**src/rtl/sfir_pkg.sv**
```systemverilog
package sfir_pkg;

	localparam int SAMPLE_BITS     = 16;
	localparam int COEF_BITS       = 16;
	localparam int COEF_INDEX_BITS = 5;
	localparam int TAP_COUNT_BITS  = 6;
	localparam int STRIDE_BITS     = 5;
	localparam int CFG_DATA_BITS   = 6;
	localparam int CFG_INDEX_BITS  = 1;
	localparam int FRAC_SHIFT      = 15;

	localparam int MAX_TAPS_DEF      = 32;
	localparam int MAX_STRIDE_DEF    = 16;
	localparam int HISTORY_DEPTH_DEF = 512;

	localparam logic [TAP_COUNT_BITS-1:0] TAP_COUNT_RESET = TAP_COUNT_BITS'(32);
	localparam logic [STRIDE_BITS-1:0]    STRIDE_RESET    = STRIDE_BITS'(1);

	typedef enum logic [CFG_INDEX_BITS-1:0] {
		REG_TAP_COUNT = 1'b0,
		REG_STRIDE    = 1'b1
	} reg_index_t;

	typedef enum logic [0:0] {
		CMD_FILTER = 1'b0,
		CMD_COEF   = 1'b1
	} item_cmd_t;

	typedef struct packed {
		item_cmd_t                          cmd;
		logic signed [SAMPLE_BITS-1:0]      sample_value;
		logic        [COEF_INDEX_BITS-1:0]  coef_index;
		logic signed [COEF_BITS-1:0]        coef_value;
	} in_item_t;

	typedef struct packed {
		logic signed [SAMPLE_BITS-1:0] filtered_sample;
		logic                          saturated;
	} out_item_t;

	typedef struct packed {
		logic clear;
		logic take_sample;
		logic take_coef;
		logic setup;
		logic reduce;
		logic write;
		logic issue;
		logic load_out;
	} ctl_cmd_t;

	typedef struct packed {
		logic clear_done;
		logic reduce_done;
		logic last_tap;
		logic pipe_busy;
		logic out_free;
	} dp_status_t;

endpackage

```
**src/rtl/sfir_ctrl.sv**
```systemverilog
module sfir_ctrl (
	input  logic                  clk,
	input  logic                  arst_n,
	input  logic                  in_valid,
	input  sfir_pkg::item_cmd_t   in_cmd,
	output logic                  in_ready,
	input  sfir_pkg::dp_status_t  sts,
	output sfir_pkg::ctl_cmd_t    ctl
);

	typedef enum logic [2:0] {
		ST_CLEAR,
		ST_IDLE,
		ST_SETUP,
		ST_REDUCE,
		ST_WRITE,
		ST_MAC,
		ST_DRAIN
	} state_t;

	state_t state_q;

	always_comb begin
		ctl             = '0;
		ctl.clear       = (state_q == ST_CLEAR);
		ctl.take_sample = (state_q == ST_IDLE) && in_valid && (in_cmd == sfir_pkg::CMD_FILTER);
		ctl.take_coef   = (state_q == ST_IDLE) && in_valid && (in_cmd == sfir_pkg::CMD_COEF);
		ctl.setup       = (state_q == ST_SETUP);
		ctl.reduce      = (state_q == ST_REDUCE);
		ctl.write       = (state_q == ST_WRITE);
		ctl.issue       = (state_q == ST_MAC);
		ctl.load_out    = (state_q == ST_DRAIN) && !sts.pipe_busy && sts.out_free;
	end

	assign in_ready = (state_q == ST_IDLE);

	always_ff @(posedge clk or negedge arst_n) begin
		if (!arst_n) begin
			state_q <= ST_CLEAR;
		end else begin
			unique case (state_q)
				ST_CLEAR: begin
					if (sts.clear_done) state_q <= ST_IDLE;
				end
				ST_IDLE: begin
					if (ctl.take_sample) state_q <= ST_SETUP;
				end
				ST_SETUP: begin
					state_q <= ST_REDUCE;
				end
				ST_REDUCE: begin
					if (sts.reduce_done) state_q <= ST_WRITE;
				end
				ST_WRITE: begin
					state_q <= ST_MAC;
				end
				ST_MAC: begin
					if (sts.last_tap) state_q <= ST_DRAIN;
				end
				ST_DRAIN: begin
					if (ctl.load_out) state_q <= ST_IDLE;
				end
				default: begin
					state_q <= ST_CLEAR;
				end
			endcase
		end
	end

endmodule

```
**config.mk**
```make
export PLATFORM = sky130hd
export DESIGN_NAME = sfir_ctrl
export DESIGN_NICKNAME = d
export VERILOG_FILES = /design/src/rtl/sfir_pkg.sv /design/src/rtl/sfir_ctrl.sv
export SDC_FILE = /design/constraint.sdc
export NUM_CORES = 1
export LEC_CHECK = 0
export BUFFER_PORTS_ARGS = -buffer_cell sky130_fd_sc_hd__buf_2
export CAP_MARGIN = 25
export CORE_AREA = 2 2 39 41
export DETAILED_ROUTE_END_ITERATION = 16
export DIE_AREA = 0 0 41 43
export HOLD_SLACK_MARGIN = 0.03
export PLACE_DENSITY = 0.53
export SETUP_SLACK_MARGIN = 0.05
export SLEW_MARGIN = 20
export SYNTH_ARGS = -nofsm -noshare
export SYNTH_HDL_FRONTEND = slang
export SYNTH_SLANG_ARGS = --single-unit
```
**constraint.sdc**
```tcl
create_clock -name clk -period 1.8 [get_ports clk]
set_clock_uncertainty 0.15 [all_clocks]
set_input_delay 0.18 -clock clk [delete_from_list [all_inputs] [get_ports clk]]
set_output_delay 0.18 -clock clk [all_outputs]
set_load 0.01 [all_outputs]
```
==> summary.txt, run 1 <==
Floorplanning
  • Initial Util: 21.16%
  • Core ar.: 1384 um^2
  • Ports: 18
  • Num rows: 14
  • Die span in y: 43 um
  • Die Span X: 41 um
  • Die footprint: 1763 um^2

Clock network
  • Worst-path clk slew: 0.04 ns
  • Root buf cell: clkbuf_4
  • Sink Count: 3
  • Clock Latency Late Sink: 0.23 ns
  • Max clock buf depth: 2
  • CTS tree: yes
  • Setup Buffers After CTS: 0
  • Num CTS Buffers: 3
  • H-tree Lvls: 1

Place
  • Port bufs: 17
  • Placed Cells incl. Taps: 65
  • Post-DP HPWL: 531.6 um
  • Setup WS pre-CTS: 0.3899 ns
  • Placer Congestion: 0.7518
  • Post-DP Area: 370.4 um^2

Pwr
  • Power Density: 1462 nW/um^2
  • Sw Share: 41.51%
  • Leakage Power: 0.2061 nW
  • Cell internal pwr: 0.3488 mW
  • Reg power frac: 31.3%
  • Combinational fraction of design power: 48.8%
  • Clk pwr share: 19.9%
  • Worst ir drop on vdd: 0.0005603 V
  • Power after layout: 0.5964 mW
  • Switching power: 0.2476 mW

Timing
  • Min cycle time layout: 1.619 ns
  • Worst slew pin tran: 0.4170 ns
  • Max_slew headroom: 72.20%
  • Final TNS setup: 0 ns
  • Hold Vio Cnt, Final: 0
  • Final WS setup: 0.1811 ns
  • Fin crit share: 89.94%
  • Fmax: 617.7 MHz
  • Final setup fails: 0
  • Unrepaired setup endpoints after global routing: no
  • Fin. max-slew vios: 0

GRT
  • First-pass GRT wire length: 1090 um
  • Busiest grt layer: met1
  • GRT overflow: 0
  • Routing usage on met1: 12.78%
  • GR Layer Usage met3: 3.141%
  • Met2 GRT Util: 12.19%
  • Vias in the first global route: 270
  • Initial antenna violation count: 0
  • Pin count of the biggest net entering global routing: 15
  • Global Route Usage Sum: 8.818%

Synthesis
  • Compound-Gate Fraction of Synth Area: 17.52%
  • Post-Syn Area: 292.8 um^2
  • Netlist cell types: 21
  • Post-Synth Simple-Gate Area: 47.44%
  • #FFs+latches synth: 3
  • Synthesized area per cell: 8.365 um^2
  • Synth Area in Adders: 0%
  • Synthesized net count: 44
  • Ys Warns: 0
  • Synth Area in XOR/XNOR: 0%
  • Syn Inst Count: 35
  • Proportion of synthesized area in mux cells: 0%
  • Largest family of logic cells by synthesized area: simple AND/OR/NAND/NOR gates
  • Sequential fraction of the synthesis area: 25.64%

Critical path
  • Critical Path End Type: output port
  • Worst path arrival time: 1.29 ns
  • WS Path Type: reg -> out
  • Critical path peak fanout: 14
  • Nature of the critical path startpoint: flop
  • Required @ worst endpoint: 1.47 ns
  • R2R setup slack: 0.42 ns

Flow run
  • # Max-Cap Violations: 0

Finish
  • Share of cells above drive strength 1: 44.44%
  • Max FFs per register: 3
  • Nets@finish: 64
  • Antenna Diode Count: 0
  • Commonest non-fill, non-tap cells in the layout: 17 x buf_2, 4 x nand2b_1, 3 x nor2b_1, 3 x nor3_1, 3 x clkbuf_4
  • Most common cell after layout, fill and taps aside: buf_2
  • Top flop regs: state_q (3)
  • Reg with most FFs: state_q
  • Final Cell Area: 407.9 um^2
  • Final Non-Filler Cells: 70
  • Area grow syn2layout: 39.32%

Detailed routing
  • Vias/cell: 4.557
  • Drt total wl: 738 um
  • Starting DRT DRC Count: 4
  • Initial DRT Pass Iterations: 3
  • Routed len/inst: 10.54 um
  • DRC viols: 0
  • Routed Antenna Nets: 0
  • Vias: 319

Status
  • Outcome: completed

Min path
  • HP Class: in -> reg
## power by group through the flow
stage	clock, mW	combinational [mW]	sequential (mW)
final	0.118	0.291	0.187
after global routing	0.130	0.325	0.203
after CTS	0.127	0.297	0.184
after detailed placement	0	0.294	0.184
after global placement	0	0.292	0.183
after floorplan	0	0.303	0.119
## routing by layer
layer | share of wire (%) | wire length (um)
met4 | 0 | 0
met5 | 0 | 0
met3 | 7.6 | 56
met1 | 51 | 375
met2 | 41 | 306
## through the flow
| stage | utilization (%) | hold slack, ns |
|---|---|---|
| global route | 29.48 | 0.09329 |
| detailed placement | 26.76 | -0.1725 |
| finish | 29.48 | 0.08129 |
| floorplan | - | -0.2656 |
| CTS | 29.39 | 0.07279 |
| global placement | 26.76 | -0.1733 |
## final timing paths
kind	start	endpoint	cells past startpoint
setup / recovery	state_q[2]$_DFFE_PN0P_	ctl[5]	4
hold / removal	sts[3]	state_q[2]$_DFFE_PN0P_	2
setup reg to reg	state_q[1]$_DFFE_PN0P_	state_q[0]$_DFFE_PN0P_	2
hold reg to reg	state_q[2]$_DFFE_PN0P_	state_q[2]$_DFFE_PN0P_	1
max in group asynchronous	arst_n	state_q[2]$_DFFE_PN0P_	2
min in group asynchronous	arst_n	state_q[1]$_DFFE_PN0P_	2
## repair_timing
item / 4_1_cts / 5_1_grt
hold buffers: 1 / 0
endpoints found under the hold margin: 3 / 0
resized for setup: 0 / 1
setup endpoints to repair: 0 / 1
## cell type report
class	instances	area, um^2
clock buffers	4	26.28
flip-flops and latches	3	76.32
repair buffers	18	95.09
well taps	16	20.02
fillers	161	975.9
multi-input cells	29	190.2
## cells by family (layout without fill, tap and decap cells)
family / count (synthesis) / count (layout)
AOI/OAI and AO/OA: 7 / 7
and+or+nand+nor: 22 / 22
DFF: 3 / 3
buffers and inverters: 3 / 22
## worst max-delay path, cell delays in order (launching register included)
cell and delay [ns]:
dfrtp_2 0.47, nand2b_1 0.19, nor2_1 0.11, and3_1 0.16
buf_2 0.12
## synth_stat cells (all sizes together)
library cell	number	area share, %
nand2b	4	8.5
buf	3	9.4
dfrtp	3	26
nor2b	3	6.4
nor3	3	5.1
a22o	2	6.0
and2	2	5.1
nand2	2	2.6
nor2	2	2.6
o21ai	2	3.4
a311o	1	3.4
and2b	1	3.4
and3	1	2.1
and3b	1	3.4
nand3	1	1.7
nor3b	1	2.6
o211ai	1	2.6
o22ai	1	2.1
or4bb	1	3.8
Power figures use the tool's default switching activity.
==> run 2, diff against run 1 <==
Settings changed: CTS_BUF_LIST set to sky130_fd_sc_hd__clkbuf_4.
Clock period 1.8 ns to 1.5 ns, I/O delays scaled along.
==> summary.txt, run 2 (synthesis results as in run 1) <==
Status
  • Outcome: completed

Clock network
  • Sink Count: 3 (unchanged)
  • Clock Latency Late Sink: 0.23 ns (about the same)
  • H-tree Lvls: 1 (unchanged)
  • Worst-path clk slew: 0.04 ns (about the same)
  • Num CTS Buffers: 3 (unchanged)
  • Root buf cell: clkbuf_4
  • CTS tree: yes
  • Max clock buf depth: 2 (unchanged)

Finish
  • Final Util: 36.80% (+7.3 points)
  • Most common cell after layout, fill and taps aside: buf_2
  • Max FFs per register: 3 (unchanged)
  • Antenna Diode Count: 0 (unchanged)
  • Filler cells: 149 (-7.5%)
  • Top flop regs: state_q (3)
  • Commonest non-fill, non-tap cells in the layout: 16 x buf_2, 7 x buf_4, 4 x clkbuf_4
  • Reg with most FFs: state_q
  • Nets@finish: 72 (+13%)
  • Area grow syn2layout: 73.93%
  • Share of cells above drive strength 1: 62.90% (+18 points)

Timing
  • Fin. max-slew vios: 0 (unchanged)
  • WHS: 0.04815 ns (-0.03314 ns)
  • Unrepaired setup endpoints after global routing: yes
  • Fin crit share: 98.60%
  • Max_slew headroom: 88.98% (+17 points)
  • Fmax: 676.1 MHz
  • Worst slew pin tran: 0.1636 ns (-0.2534 ns)
  • Min cycle time layout: 1.479 ns
  • Final setup fails: 0 (unchanged)
  • Hold Vio Cnt, Final: 0 (unchanged)

GRT
  • Pin count of the biggest net entering global routing: 11 (-4)
  • Initial antenna violation count: 0 (unchanged)
  • Global Route Usage Sum: 10.33% (+1.5 points)
  • Vias in the first global route: 291 (+7.8%)
  • GRT overflow: 0 (unchanged)
  • First-pass GRT wire length: 1228 um (+13%)

Critical path
  • Nature of the critical path startpoint: flop
  • Critical path peak fanout: 6 (-8)
  • WS Path Type: reg -> out
  • Critical Path End Type: output port
  • Worst path arrival time: 1.18 ns (-0.11 ns)
  • Required @ worst endpoint: 1.20 ns (-0.27 ns)

Pwr
  • Leakage Power: 0.2575 nW (+25%)
  • Power Density: 1850 nW/um^2 (+26%)
  • Worst ir drop on vdd: 0.0006376 V (+14%)
  • Power after layout: 0.9419 mW (+58%)

Detailed routing
  • Drt total wl: 826 um (+12%)
  • Starting DRT DRC Count: 4 (unchanged)
  • Routed Antenna Nets: 0 (unchanged)
  • Initial DRT Pass Iterations: 3 (unchanged)
  • Routed len/inst: 10.59 um (+0.44%)
  • DRC viols: 0 (unchanged)
  • Vias: 352 (+10%)
  • Vias/cell: 4.513 (-0.97%)

Floorplanning
  • Num rows: 14 (unchanged)
  • Die span in y: 43 um (unchanged)
  • Ports: 18 (unchanged)
  • Initial Util: 21.16% (unchanged)
  • Die Span X: 41 um (unchanged)
  • Die footprint: 1763 um^2 (unchanged)
  • Core ar.: 1384 um^2 (unchanged)

Min path
  • HP Class: in -> reg

Place
  • Post-DP HPWL: 545.5 um (+2.6%)
  • Port bufs: 17 (unchanged)
  • Placer Congestion: 0.7655 (+1.8%)

Flow run
  • # Max-Cap Violations: 0 (unchanged)
[run 2: layout make-up]
cell class / count / area, um^2 / area share [%]
clock buffer: 4 / 30.03 / 5.897
timing repair buffer: 26 / 165.2 / 32.43
tap: 16 / 20.02 / 3.931
sequential: 3 / 78.83 / 15.48
multi-input combinational: 29 / 215.2 / 42.26
[run 2: through the flow]
stage               TNS [ns]  setup slack, ns  area, um^2  instances
global placement           0           0.1152       377.9         66
CTS                        0         0.004053       473.0         76
floorplan                  0           0.2040       292.8         35
global route        -0.04924         -0.02784       509.2         78
finish                     0          0.02098       509.2         78
detailed placement         0          0.09186       377.9         66
[run 2: worst paths after layout]
kind	from	end	slack (ns)	cells after the start
max	state_q[1]$_DFFE_PN0P_	ctl[5]	0.02	4
min reg2reg	state_q[2]$_DFFE_PN0P_	state_q[2]$_DFFE_PN0P_	0.45	1
max reg2reg	state_q[1]$_DFFE_PN0P_	state_q[0]$_DFFE_PN0P_	0.10	3
min	sts[3]	state_q[2]$_DFFE_PN0P_	0.05	2
max in group asynchronous	arst_n	state_q[0]$_DFFE_PN0P_	0.99	2
min in group asynchronous	arst_n	state_q[1]$_DFFE_PN0P_	0.09	2
[run 2: where the power goes]
group,switching [mW],internal (mW)
logic,0.237,0.339
clock network,0.0417,0.118
registers,0.0811,0.125
total,0.360,0.582
[run 2: per-layer routing]
| metal | track usage [%] | wire length (um) | vias to the layer above |
|---|---|---|---|
| li1 | - | - | 179 |
| met1 | 15.06 | 380 | 158 |
| met2 | 13.75 | 377 | 15 |
| met3 | 3.141 | 68 | 0 |
| met4 | 4.000 | 0 | 0 |
| met5 | 0 | 0 | - |
[run 2: critical path, stage by stage (launching register included)]
cell,delay [ns]
dfrtp_2,0.45
buf_4,0.16
nor2_4,0.09
and3_1,0.13
buf_2,0.12
[run 2: repair_timing]
action	4_1_cts	5_1_grt
setup endpoints to repair	7	9
hold endpoints to repair	3	0
buffers inserted	5	2
gates resized for setup	7	5
pin swaps	4	1
hold buffers	1	0
==> run 3, diff against run 2 <==
Settings changed: ABC_AREA set to 1, CTS_CLUSTER_DIAMETER set to 50, PLACE_DENSITY 0.53 to 0.55.
==> summary.txt, run 3 <==
Finish
  • Commonest non-fill, non-tap cells in the layout: 14 x buf_2, 9 x inv_1, 9 x buf_4
  • Reg with most FFs: state_q
  • Top flop regs: state_q (3)
  • Area of the multi-input gates: 221.5 um^2 (+2.9%)
  • Share of cells above drive strength 1: 63.41% (+0.51 points)
  • Final Util: 43.49% (+6.7 points)
  • Most common cell after layout, fill and taps aside: buf_2
  • Register area: 78.83 um^2 (unchanged)
  • Area grow syn2layout: 85.71%
  • Filler cells: 156 (+4.7%)
  • Max FFs per register: 3 (unchanged)
  • Final Cell Area: 601.8 um^2 (+18%)
  • Nets@finish: 92 (+28%)
  • Final Non-Filler Cells: 98 (+26%)
  • Antenna Diode Count: 0 (unchanged)

Timing
  • Fmax: 656.9 MHz (-2.8%)
  • Hold Vio Cnt, Final: 0 (unchanged)
  • Final TNS setup: -0.03219 ns (-0.03219 ns)
  • Final setup fails: 2 (+2)
  • Fin crit share: 101.5% (+2.9 points)
  • Min cycle time layout: 1.522 ns (+0.04338 ns)
  • Fin. max-slew vios: 0 (unchanged)
  • Final WS setup: -0.02241 ns (-0.04338 ns)
  • Unrepaired setup endpoints after global routing: yes
  • Worst slew pin tran: 0.2233 ns (+0.05963 ns)
  • Max_slew headroom: 84.98% (-4.0 points)

GRT
  • Vias in the first global route: 349 (+20%)
  • Pin count of the biggest net entering global routing: 7 (-4)
  • Global Route Usage Sum: 11.63% (+1.3 points)
  • First-pass GRT wire length: 1400 um (+14%)
  • Initial antenna violation count: 0 (unchanged)
  • GRT overflow: 0 (unchanged)

Synthesis
  • Synth area leader: dfrtp_1
  • Compound-Gate Fraction of Synth Area: 7.336% (-10 points)
  • Share of the synthesized area in the top cell type: 23.17% (-2.5 points)
  • #FFs+latches synth: 3 (unchanged)
  • Commonest cells post-synth: 10 x inv_1, 10 x nand2_1, 5 x nand2_2, 5 x nand3_1
  • Synth Area in XOR/XNOR: 0% (unchanged)
  • Post-Syn Area: 324.1 um^2 (+11%)
  • Synthesized net count: 59 (+34%)
  • Post-synth EDFFs: 0 (unchanged)
  • Largest family of logic cells by synthesized area: simple AND/OR/NAND/NOR gates
  • Synthesized area per cell: 6.481 um^2 (-23%)
  • Ys async rst share: 100.0% (unchanged)
  • Proportion of synthesized area in mux cells: 0% (unchanged)
  • Post-Synth Simple-Gate Area: 53.28% (+5.8 points)
  • Top cells by area, synth: dfrtp_1 23%, inv_1 12%, nand2_1 12%
  • Sequential fraction of the synthesis area: 23.17% (-2.5 points)
  • Synth Area in Adders: 0% (unchanged)
  • Ys Warns: 0 (unchanged)
  • Post-synth top flop: dfrtp_1
  • Netlist cell types: 16 (-24%)
  • Syn Inst Count: 50 (+43%)

Pwr
  • Worst ir drop on vdd: 0.0006532 V (+2.5%)
  • Power Density: 2093 nW/um^2 (+13%)
  • Leakage Power: 0.3474 nW (+35%)
  • Reg power frac: 15.6% (-6.3 points)
  • Sw Share: 44.47% (+6.3 points)
  • Switching power: 0.5602 mW (+56%)
  • Clk pwr share: 13.9% (-3.0 points)
  • Combinational fraction of design power: 70.5% (+9.3 points)
  • Cell internal pwr: 0.6997 mW (+20%)
  • Power after layout: 1.260 mW (+34%)

Place
  • Placed Cells incl. Taps: 82 (+24%)
  • Placer Congestion: 0.7217 (-5.7%)
  • Post-DP HPWL: 568.2 um (+4.2%)
  • Port bufs: 17 (unchanged)
  • Post-DP Area: 421.7 um^2 (+12%)

Clock network
  • Sink Count: 3 (unchanged)
  • Clock Latency Late Sink: 0.25 ns (+0.02 ns)
  • Max clock buf depth: 2 (unchanged)
  • Root buf cell: clkbuf_4
  • CTS tree: yes
  • Num CTS Buffers: 3 (unchanged)
  • H-tree Lvls: 1 (unchanged)
  • Worst-path clk slew: 0.05 ns (about the same)

Status
  • Outcome: complete, but fails checks
  • Failing checks: setup timing

Detailed routing
  • DRC viols: 0 (unchanged)
  • Routed len/inst: 10.00 um (-5.6%)
  • Initial DRT Pass Iterations: 4 (+1)
  • Starting DRT DRC Count: 2 (-2)
  • Drt total wl: 980 um (+19%)
  • Vias: 421 (+20%)
  • Routed Antenna Nets: 0 (unchanged)
  • Vias/cell: 4.296 (-4.8%)

Critical path
  • Cells along the critical path: buf_4 -> buf_4 -> nand4_1 -> nand2_2 -> nor2_4 -> nand2_2 -> nand2_1 -> nand2_1
  • CP peak stage delay: 0.46 ns (about the same)
  • WS Path Type: reg -> reg
  • Required @ worst endpoint: 1.48 ns (+0.28 ns)
  • Critical Path End Type: flop
  • Slowest-stage cell, CP: dfrtp_2
  • Critical path peak fanout: 6 (unchanged)
  • Nature of the critical path startpoint: flop
  • Worst path arrival time: 1.51 ns (+0.33 ns)

Floorplanning
  • Core ar.: 1384 um^2 (unchanged)
  • Initial Util: 23.42% (+2.3 points)
  • Die footprint: 1763 um^2 (unchanged)
  • Ports: 18 (unchanged)
  • Die span in y: 43 um (unchanged)
  • Die Span X: 41 um (unchanged)
  • Num rows: 14 (unchanged)

Flow run
  • # Max-Cap Violations: 0 (unchanged)

Min path
  • HP Class: in -> async
run 3: cell types whose count changed after synthesis, sizes merged, moves of 3 or more:
| cell | change |
|---|---|
| nor2 | +5 |
| nand3 | +5 |
| nand2 | +13 |
| inv | +12 |
| nor2b | -3 |
| nand2b | -4 |
run 3: cell type report:
type / instances / share of cell area [%]
repair buffers: 29 / 33.89
flip-flops and latches: 3 / 13.10
well taps: 16 / 3.326
multi-input cells: 34 / 36.80
inverters: 12 / 7.900
clock buffers: 4 / 4.990
run 3: per-stage QoR:
stage | setup WS (ns) | hold slack, ns
3_3_place_gp | 0.06855 | -0.2035
4_1_cts | 0.005741 | 0.08204
5_1_grt | -0.08965 | 0.08428
6_report | -0.02241 | 0.08269
2_1_floorplan | 0.1136 | -0.2956
3_5_place_dp | 0.03837 | -0.2027
run 3: cells by family (layout without fill, tap and decap cells):
logic type,count (synthesis),in the layout
simple gates,32,32
buf+inv,13,45
flops,3,3
compound gates,2,2
run 3: per-layer routing:
layer | track usage [%] | wire [um]
met5 | 0 | 0
met4 | 2.000 | 0
met3 | 4.712 | 38
met2 | 18.75 | 523
met1 | 14.10 | 417
run 3: path summary, 6_finish.rpt:
kind / start / to / slack (ns) / cells after the start
max: state_q[0]$_DFFE_PN0P_ / state_q[1]$_DFFE_PN0P_ / -0.02 / 8
min in group clk: in_cmd / state_q[0]$_DFFE_PN0P_ / 0.11 / 4
min: arst_n / state_q[1]$_DFFE_PN0P_ / 0.08 / 2
max in group asynchronous: arst_n / state_q[2]$_DFFE_PN0P_ / 0.98 / 2
min reg2reg: state_q[1]$_DFFE_PN0P_ / state_q[1]$_DFFE_PN0P_ / 0.53 / 3
max reg2reg: state_q[0]$_DFFE_PN0P_ / state_q[1]$_DFFE_PN0P_ / -0.02 / 8
run 3: repair_timing:
item	CTS	global route
hold endpoints to repair	3	0
setup buffers	7	4
gates resized for setup	6	10
pin swaps	2	5
cloned	0	0
hold buffers	1	0
setup endpoints to repair	8	11
run 3: worst max-delay path, delay by kind of cell (launching register included):
kind                   cells  cell delay, ns
buffers and inverters      2            0.29
DFF                        1            0.46
and+or+nand+nor            6            0.49
run 3: power groups by stage:
stage,clock (mW),sequential (mW),combinational [mW]
final,0.175,0.197,0.888
after global routing,0.186,0.204,0.974
after CTS,0.173,0.190,0.723
after detailed placement,0,0.217,0.501
after global placement,0,0.214,0.494
after floorplan,0,0.162,0.430
